--- src/rtl/core/pss_pkg.sv ---
`timescale 1ns / 1ps
`default_nettype none

package pss_pkg;

    localparam int MAX_MOTIF_LEN = 32;
    localparam int NUM_BASES     = 4;
    localparam int W_BITS        = 16;
    localparam int OUT_BITS      = 21;
    localparam int LEN_BITS      = 6;
    localparam int POS_BITS      = $clog2(MAX_MOTIF_LEN);
    localparam int CODE_BITS     = 3;
    localparam int BASE_BITS     = $clog2(NUM_BASES);

    typedef logic [CODE_BITS-1:0]        t_code;
    typedef logic signed [W_BITS-1:0]    t_weight;
    typedef t_weight [NUM_BASES-1:0]     t_wt_col;
    typedef logic signed [OUT_BITS-1:0]  t_score;

    localparam t_code CODE_A  = 3'd0;
    localparam t_code CODE_G  = 3'd1;
    localparam t_code CODE_C  = 3'd2;
    localparam t_code CODE_T  = 3'd3;
    localparam t_code NO_BASE = 3'd4;

    // broadcast to every weight cell
    typedef struct packed {
        logic                  rotate;
        logic [BASE_BITS-1:0]  wr_base;
        t_weight               wr_value;
    } t_wt_ctl;

    function automatic t_code base_code(input logic [7:0] ch);
        t_code code;
        case (ch)
            8'h41, 8'h61: code = CODE_A;
            8'h47, 8'h67: code = CODE_G;
            8'h43, 8'h63: code = CODE_C;
            8'h54, 8'h74: code = CODE_T;
            default:      code = NO_BASE;
        endcase
        return code;
    endfunction

endpackage

`default_nettype wire

--- src/rtl/core/pss_hist_cell.sv ---
`timescale 1ns / 1ps
`default_nettype none

// one position of the base history ring
module pss_hist_cell (
    input  wire                 i_clk,
    input  wire                 i_rst_n,
    input  wire                 i_adv,
    input  pss_pkg::t_code      i_prev,
    output pss_pkg::t_code      o_code
);

    pss_pkg::t_code r_code;

    always_ff @(posedge i_clk) begin
        if (!i_rst_n) begin
            r_code <= pss_pkg::NO_BASE;
        end else if (i_adv) begin
            r_code <= i_prev;
        end
    end

    assign o_code = r_code;

endmodule

`default_nettype wire

--- src/rtl/core/pss_wt_cell.sv ---
`timescale 1ns / 1ps
`default_nettype none

// one matrix column (all four bases) in the rotating weight ring
module pss_wt_cell (
    input  wire                 i_clk,
    input  pss_pkg::t_wt_ctl    i_ctl,
    input  wire                 i_wr_en,
    input  pss_pkg::t_wt_col    i_next,
    output pss_pkg::t_wt_col    o_col
);

    pss_pkg::t_wt_col r_col;

    always_ff @(posedge i_clk) begin
        if (i_ctl.rotate) begin
            r_col <= i_next;
        end else if (i_wr_en) begin
            r_col[i_ctl.wr_base] <= i_ctl.wr_value;
        end
    end

    assign o_col = r_col;

endmodule

`default_nettype wire

--- src/rtl/core/pwm_sequence_scan.sv ---
`timescale 1ns / 1ps
`default_nettype none

// Position weight matrix scanner. A load transaction (func 0) writes one Q8.8 weight
// into the column cell it names. A base transaction (func 1) shifts its base into a
// 32-position history ring; when the window is not yet full the block stays idle. When
// the window is full it starts a scan: the weight ring and the history ring each rotate
// through all 32 cells, one step per cycle, while a single 21-bit adder sums one column
// per cycle. The score is complete at the end of the scan and is written to the output
// register from the done state, once that register is free. The input is ready again
// only when the block returns to idle, so no new transaction is taken during a scan or
// while its score waits to be written. A score waiting in the output register does not
// block loads or bases that do not score, but the next scoring base holds the input after
// its scan until that score is taken. The user must write motif_length only while the
// block is idle; the block itself does not enforce this.
module pwm_sequence_scan (
    input  wire                             i_clk,
    input  wire                             i_rst_n,
    input  wire                             i_cfg_we,
    input  wire  [pss_pkg::LEN_BITS-1:0]    i_cfg_data,
    input  wire                             i_in_valid,
    output logic                            o_in_ready,
    input  wire                             i_func,
    input  wire  [7:0]                      i_base_char,
    input  wire                             i_last_in_sequence,
    input  wire  [pss_pkg::POS_BITS-1:0]    i_weight_column,
    input  wire  [pss_pkg::BASE_BITS-1:0]   i_weight_base,
    input  wire  signed [pss_pkg::W_BITS-1:0] i_weight_value,
    output logic                            o_out_valid,
    input  wire                             i_out_ready,
    output logic signed [pss_pkg::OUT_BITS-1:0] o_window_score
);

    localparam int N = pss_pkg::MAX_MOTIF_LEN;

    typedef enum logic [1:0] {S_IDLE, S_SCAN, S_DONE} t_state;

    t_state                         r_state;
    logic [pss_pkg::LEN_BITS-1:0]   r_motif;
    logic [pss_pkg::LEN_BITS-1:0]   r_fill;
    logic [pss_pkg::POS_BITS-1:0]   r_k;
    pss_pkg::t_score                r_acc;
    logic                           r_out_valid;
    pss_pkg::t_score                r_out_score;

    logic                           accept;
    logic                           base_acc;
    logic                           scan;
    logic [pss_pkg::LEN_BITS-1:0]   len;
    logic [pss_pkg::POS_BITS-1:0]   len_m1;
    logic [pss_pkg::LEN_BITS-1:0]   n_fill;
    pss_pkg::t_code                 tap_code;
    pss_pkg::t_weight               tap_w;
    pss_pkg::t_score                term;
    pss_pkg::t_wt_ctl               wt_ctl;

    pss_pkg::t_code                 h_code [N];
    pss_pkg::t_code                 h_prev [N];
    pss_pkg::t_wt_col               w_col  [N];

    assign o_in_ready = (r_state == S_IDLE);
    assign accept     = i_in_valid && o_in_ready;
    assign base_acc   = accept && i_func;
    assign scan       = (r_state == S_SCAN);

    // zero acts as one, oversize acts as the full ring
    always_comb begin
        if (r_motif == '0) begin
            len = pss_pkg::LEN_BITS'(1);
        end else if (r_motif > pss_pkg::LEN_BITS'(N)) begin
            len = pss_pkg::LEN_BITS'(N);
        end else begin
            len = r_motif;
        end
    end
    assign len_m1 = pss_pkg::POS_BITS'(len - pss_pkg::LEN_BITS'(1));

    assign n_fill = (r_fill < pss_pkg::LEN_BITS'(N)) ? r_fill + pss_pkg::LEN_BITS'(1) : r_fill;

    // history ring: new base enters cell 0 on a base transaction, cell 0 wraps during scan
    assign h_prev[0] = scan ? h_code[N-1] : pss_pkg::base_code(i_base_char);
    for (genvar i = 1; i < N; i++) begin : g_hprev
        assign h_prev[i] = h_code[i-1];
    end

    for (genvar i = 0; i < N; i++) begin : g_hist
        pss_hist_cell u_cell (
            .i_clk   (i_clk),
            .i_rst_n (i_rst_n),
            .i_adv   (base_acc || scan),
            .i_prev  (h_prev[i]),
            .o_code  (h_code[i])
        );
    end

    assign wt_ctl.rotate   = scan;
    assign wt_ctl.wr_base  = i_weight_base;
    assign wt_ctl.wr_value = i_weight_value;

    // weight ring rotates toward cell 0, so cell 0 holds column k at scan step k
    for (genvar c = 0; c < N; c++) begin : g_wt
        localparam int NXT = (c + 1) % N;
        pss_wt_cell u_cell (
            .i_clk   (i_clk),
            .i_ctl   (wt_ctl),
            .i_wr_en (accept && !i_func && (i_weight_column == pss_pkg::POS_BITS'(c))),
            .i_next  (w_col[NXT]),
            .o_col   (w_col[c])
        );
    end

    // at step k the history tap at len-1 holds the base for column k
    assign tap_code = h_code[len_m1];
    assign tap_w    = w_col[0][tap_code[pss_pkg::BASE_BITS-1:0]];

    always_comb begin
        if ((tap_code != pss_pkg::NO_BASE) && ({1'b0, r_k} < len)) begin
            term = {{(pss_pkg::OUT_BITS-pss_pkg::W_BITS){tap_w[pss_pkg::W_BITS-1]}}, tap_w};
        end else begin
            term = '0;
        end
    end

    always_ff @(posedge i_clk) begin
        if (!i_rst_n) begin
            r_state     <= S_IDLE;
            r_motif     <= pss_pkg::LEN_BITS'(1);
            r_fill      <= '0;
            r_k         <= '0;
            r_out_valid <= 1'b0;
        end else begin
            if (i_cfg_we) begin
                r_motif <= i_cfg_data;
            end
            // in the done state the output register is reloaded whenever it is taken
            if (o_out_valid && i_out_ready && (r_state != S_DONE)) begin
                r_out_valid <= 1'b0;
            end
            case (r_state)
                S_IDLE: begin
                    if (base_acc) begin
                        r_fill <= i_last_in_sequence ? '0 : n_fill;
                        if (n_fill >= len) begin
                            r_state <= S_SCAN;
                            r_k     <= '0;
                            r_acc   <= '0;
                        end
                    end
                end
                S_SCAN: begin
                    r_acc <= r_acc + term;
                    r_k   <= r_k + pss_pkg::POS_BITS'(1);
                    if (r_k == pss_pkg::POS_BITS'(N - 1)) begin
                        r_state <= S_DONE;
                    end
                end
                S_DONE: begin
                    if (!r_out_valid || i_out_ready) begin
                        r_out_valid <= 1'b1;
                        r_out_score <= r_acc;
                        r_state     <= S_IDLE;
                    end
                end
                default: begin
                    r_state <= S_IDLE;
                end
            endcase
        end
    end

    assign o_out_valid    = r_out_valid;
    assign o_window_score = r_out_score;

endmodule

`default_nettype wire
--- config.mk ---
export PLATFORM = sky130hd
export DESIGN_NAME = pwm_sequence_scan
export DESIGN_NICKNAME = d
export VERILOG_FILES = /design/src/rtl/core/pss_pkg.sv /design/src/rtl/core/pss_hist_cell.sv /design/src/rtl/core/pss_wt_cell.sv /design/src/rtl/core/pwm_sequence_scan.sv
export SDC_FILE = /design/constraint.sdc
export NUM_CORES = 2
export LEC_CHECK = 0
export BUFFER_PORTS_ARGS = -buffer_cell sky130_fd_sc_hd__buf_2
export CAP_MARGIN = 15
export CORE_ASPECT_RATIO = 0.6
export CORE_MARGIN = 2
export CORE_UTILIZATION = 57
export DETAILED_ROUTE_END_ITERATION = 10
export PLACE_DENSITY = 0.76
export SLEW_MARGIN = 25
export SYNTH_ARGS = -nofsm -noshare
export SYNTH_HDL_FRONTEND = slang
export SYNTH_SLANG_ARGS = --single-unit
--- constraint.sdc ---
create_clock -name i_clk -period 6.55 [get_ports i_clk]
set_clock_uncertainty 0.2 [all_clocks]
set_input_delay 1.31 -clock i_clk [delete_from_list [all_inputs] [get_ports i_clk]]
set_output_delay 1.31 -clock i_clk [all_outputs]
set_load 0.03 [all_outputs]
==> results_dict.tcl <==
set metrics [dict create \
    dieWidth_microns 512 \
    cp.required_ns 7.00 \
    routedWlPerCell_microns 25.6 \
    synthCells 5773 \
    via_count 49844 \
    total_power_w 0.0293 \
    postCtsHoldBufs 0 \
    final_nets 5818 \
    hpwl_microns 119000 \
    hold_viol_final 0 \
    power_density_nw_per_um2 300 \
    r2r-start "r_motif[1]" \
    post_drt_via_cell_ratio 6.29 \
    end_kind "register" \
    path_clk_slew_ns 0.07 \
    numPlacedInstances 7571 \
    grt_pass1_vias 47878 \
    initial_utilization_pct 57.6 \
    cts_max_path_buffers 3 \
    firstDrtPassIters 8 \
    area_growth_pct 10.6 \
    gp_congestion 0.943 \
    grtUsageTotal_pct 25.4 \
    ys_ff_latch 2206 \
    cap_violations 0 \
    slew_headroom_pct 19.2 \
    ys_types 74 \
    clkSinkCount 2206 \
    drc 0 \
    synth_edf_count 2090 \
    cp_max_fo 14 \
    tightestPinTransition_ns 1.21 \
    p_leak_nw 47.4 \
    num_rows 111 \
    crit_type "reg2reg" \
    fin_cells 7927 \
    io_buffers 65 \
    hp-start "r_acc[2]" \
    arrival_ns 6.74 \
    grt_pass1_wl_microns 305000 \
    ys_seq_area_share_pct 73.6 \
    cts_tree "built" \
    core_region_area_sq_um 153000 \
    fin_crit_sh_pct 96.1 \
    die-area_sq_um 158000 \
    grt_max_degree 259 \
    r2r_setup_slack_ns 0.26 \
    antenna_found_initial 10 \
    overflow 0 \
    htree_levels 4 \
    synthArstFlopShare_pct 0 \
    fin_tns_setup_ns 0 \
    ios 67 \
    clkLatencyLatePin_ns 0.81 \
    worstSetupStartpointType "register" \
    synthFlopType "edfxtp_1" \
    hp-class "reg2reg" \
    place_ws_ns 0.0482 \
    syn_nets 5852 \
    max-vdd-ir-drop_mv 0.303 \
    slew_viol_final 0 \
    cp-startpoint "r_motif[1]" \
    status "finished clean" \
    wl_microns 203000 \
    period_minus_slack_ns 6.29 \
    netlist_area_sq_um 88400 \
    cts_buffers 182 \
    fin_ws_ns 0.256 \
    antenna_left 0 \
    cts-root-buf "clkbuf_16" \
    rsz0062_at_grt "false" \
    drive_gt1_share_pct 11.4 \
    fmax_mhz 159 \
    setup_violations 0 \
    drt_iter0_markers 6801 \
    die_h_microns 309 \
    syn_area_per_cell_sq_um 15.3 \
    yosysWarningCount 0 \
]
-- critical path, stage by stage, from the launching register on --
cell      delay [ns]
dfxtp_1         0.31
or4_4           0.57
a21oi_4         0.23
inv_6           0.05
ha_4            0.41
buf_6           0.23
mux4_1          0.32
mux4_2          0.45
mux2i_1         0.44
o32a_4          0.32
and3_1          0.17
ha_1            0.26
o21ai_0         0.17
nand2b_1        0.14
a21oi_1         0.21
a211oi_1        0.09
a31o_2          0.28
a41o_1          0.25
o41a_1          0.33
a31oi_1         0.17
or3b_1          0.37
a21oi_1         0.15
-- path summary, 6_finish.rpt --
check,endpoint,depth (start not counted)
setup / recovery,r_acc[20],21
hold / removal,o_window_score[2],0
setup reg to reg,r_acc[20],21
hold reg to reg,o_window_score[2],0
-- routing by layer --
metal	routed length, microns	up-vias	share of wire (%)	GRT usage [%]
met5	471	-	0.23	1.40
met4	4590	12	2.3	6.77
met3	24300	288	12	7.87
met2	84300	2493	42	34.5
met1	89400	25371	44	39.5
li1	-	21680	-	-
-- cells in the mapped netlist (3+ instances only) --
cell type / n / area share (%)
a211oi_1: 10 / 0.085
a21boi_0: 63 / 0.54
a21o_1: 2061 / 18
a21oi_1: 50 / 0.28
a22oi_1: 5 / 0.042
a311oi_1: 6 / 0.059
a31oi_1: 12 / 0.085
and2_1: 22 / 0.16
and3_1: 20 / 0.14
buf_1: 18 / 0.076
buf_2: 3 / 0.017
clkbuf_1: 496 / 2.1
dfxtp_1: 116 / 2.6
edfxtp_1: 2090 / 71
ha_1: 34 / 0.48
inv_1: 16 / 0.068
mux2_2: 4 / 0.051
mux2i_1: 43 / 0.49
mux4_1: 6 / 0.18
mux4_2: 12 / 0.31
nand2_1: 269 / 1.1
nand2b_1: 8 / 0.057
nand3_1: 38 / 0.22
nor2_1: 217 / 0.92
nor2b_1: 33 / 0.23
nor3_1: 11 / 0.062
nor3b_1: 5 / 0.042
o2111ai_1: 3 / 0.030
o21a_1: 5 / 0.042
o21ai_0: 19 / 0.11
o21bai_1: 3 / 0.025
o22ai_1: 4 / 0.028
or2_2: 3 / 0.021
or3_1: 3 / 0.021
xnor2_1: 10 / 0.099
xor2_1: 11 / 0.11
-- layout make-up --
cell class / instances / area (sq um)
Antenna cell: 4 / 10.0
Clock buffer: 220 / 4800
Clock inverter: 114 / 925
Fill cell: 10680 / 55600
Inverter: 17 / 68.8
Multi-Input combinational cell: 3030 / 21700
Sequential cell: 2206 / 65100
Tap cell: 2034 / 2540
Timing Repair Buffer: 302 / 2550
-- power by group --
part / internal (W) / switching, W / leakage [nW]
clock: 0.00565 / 0.00503 / 2.79
combinational: 0.00102 / 0.00161 / 24.4
sequential: 0.0159 / 0.000124 / 20.3
total: 0.0226 / 0.00676 / 47.4
-- cell families (layout without fill, tap and decap cells) --
group | after synthesis | after routing | synth area share (%)
AO/OA/AOI/OAI | 2268 | 2269 | 19.2
XOR/XNOR | 22 | 22 | 0.227
adder cells (fa/ha/maj) | 35 | 35 | 0.504
buffers and inverters | 538 | 653 | 2.33
flip-flops | 2206 | 2206 | 73.6
multiplexers | 65 | 65 | 1.02
other | 0 | 4 | 0
AND/OR/NAND/NOR | 639 | 639 | 3.11
-- cells in the final DEF (no fill, tap or decap), types with 33 or more instances in the layout --
cell / netlist / layout
nand3_1: 38 / 38
ha_1: 34 / 33
clkinv_1: 0 / 54
nand2_1: 269 / 267
a21oi_1: 50 / 35
mux2i_1: 43 / 42
clkbuf_16: 0 / 186
buf_2: 3 / 65
edfxtp_1: 2090 / 2090
a21o_1: 2061 / 2061
buf_4: 1 / 207
dfxtp_1: 116 / 116
nor2_1: 217 / 162
a21boi_0: 63 / 63
-- registers in the layout (all words and copies together), names as in the netlist --
name and count:
r_k 5, o_window_score 21, g_hist.u_cell.o_code 96, r_fill 6, r_acc 21, g_wt.u_cell.o_col 2048
o_out_valid 1, r_state 2, r_motif 6
-- stage by stage --
step / area, sq um / hold slack [ns] / utilization (%)
2_1_floorplan: 88400 / 0.233 / -
3_3_place_gp: 91400 / 0.259 / 59.6
3_5_place_dp: 91500 / 0.261 / 59.7
4_1_cts: 97300 / 0.248 / 63.4
5_1_grt: 97700 / 0.268 / 63.7
6_report: 97700 / 0.250 / 63.7
-- repair_timing --
action,in CTS,in global routing
endpoints found under the setup margin,0,4
buffers inserted,0,4
gates resized for setup,0,9
(Power assumes the default switching activity.)
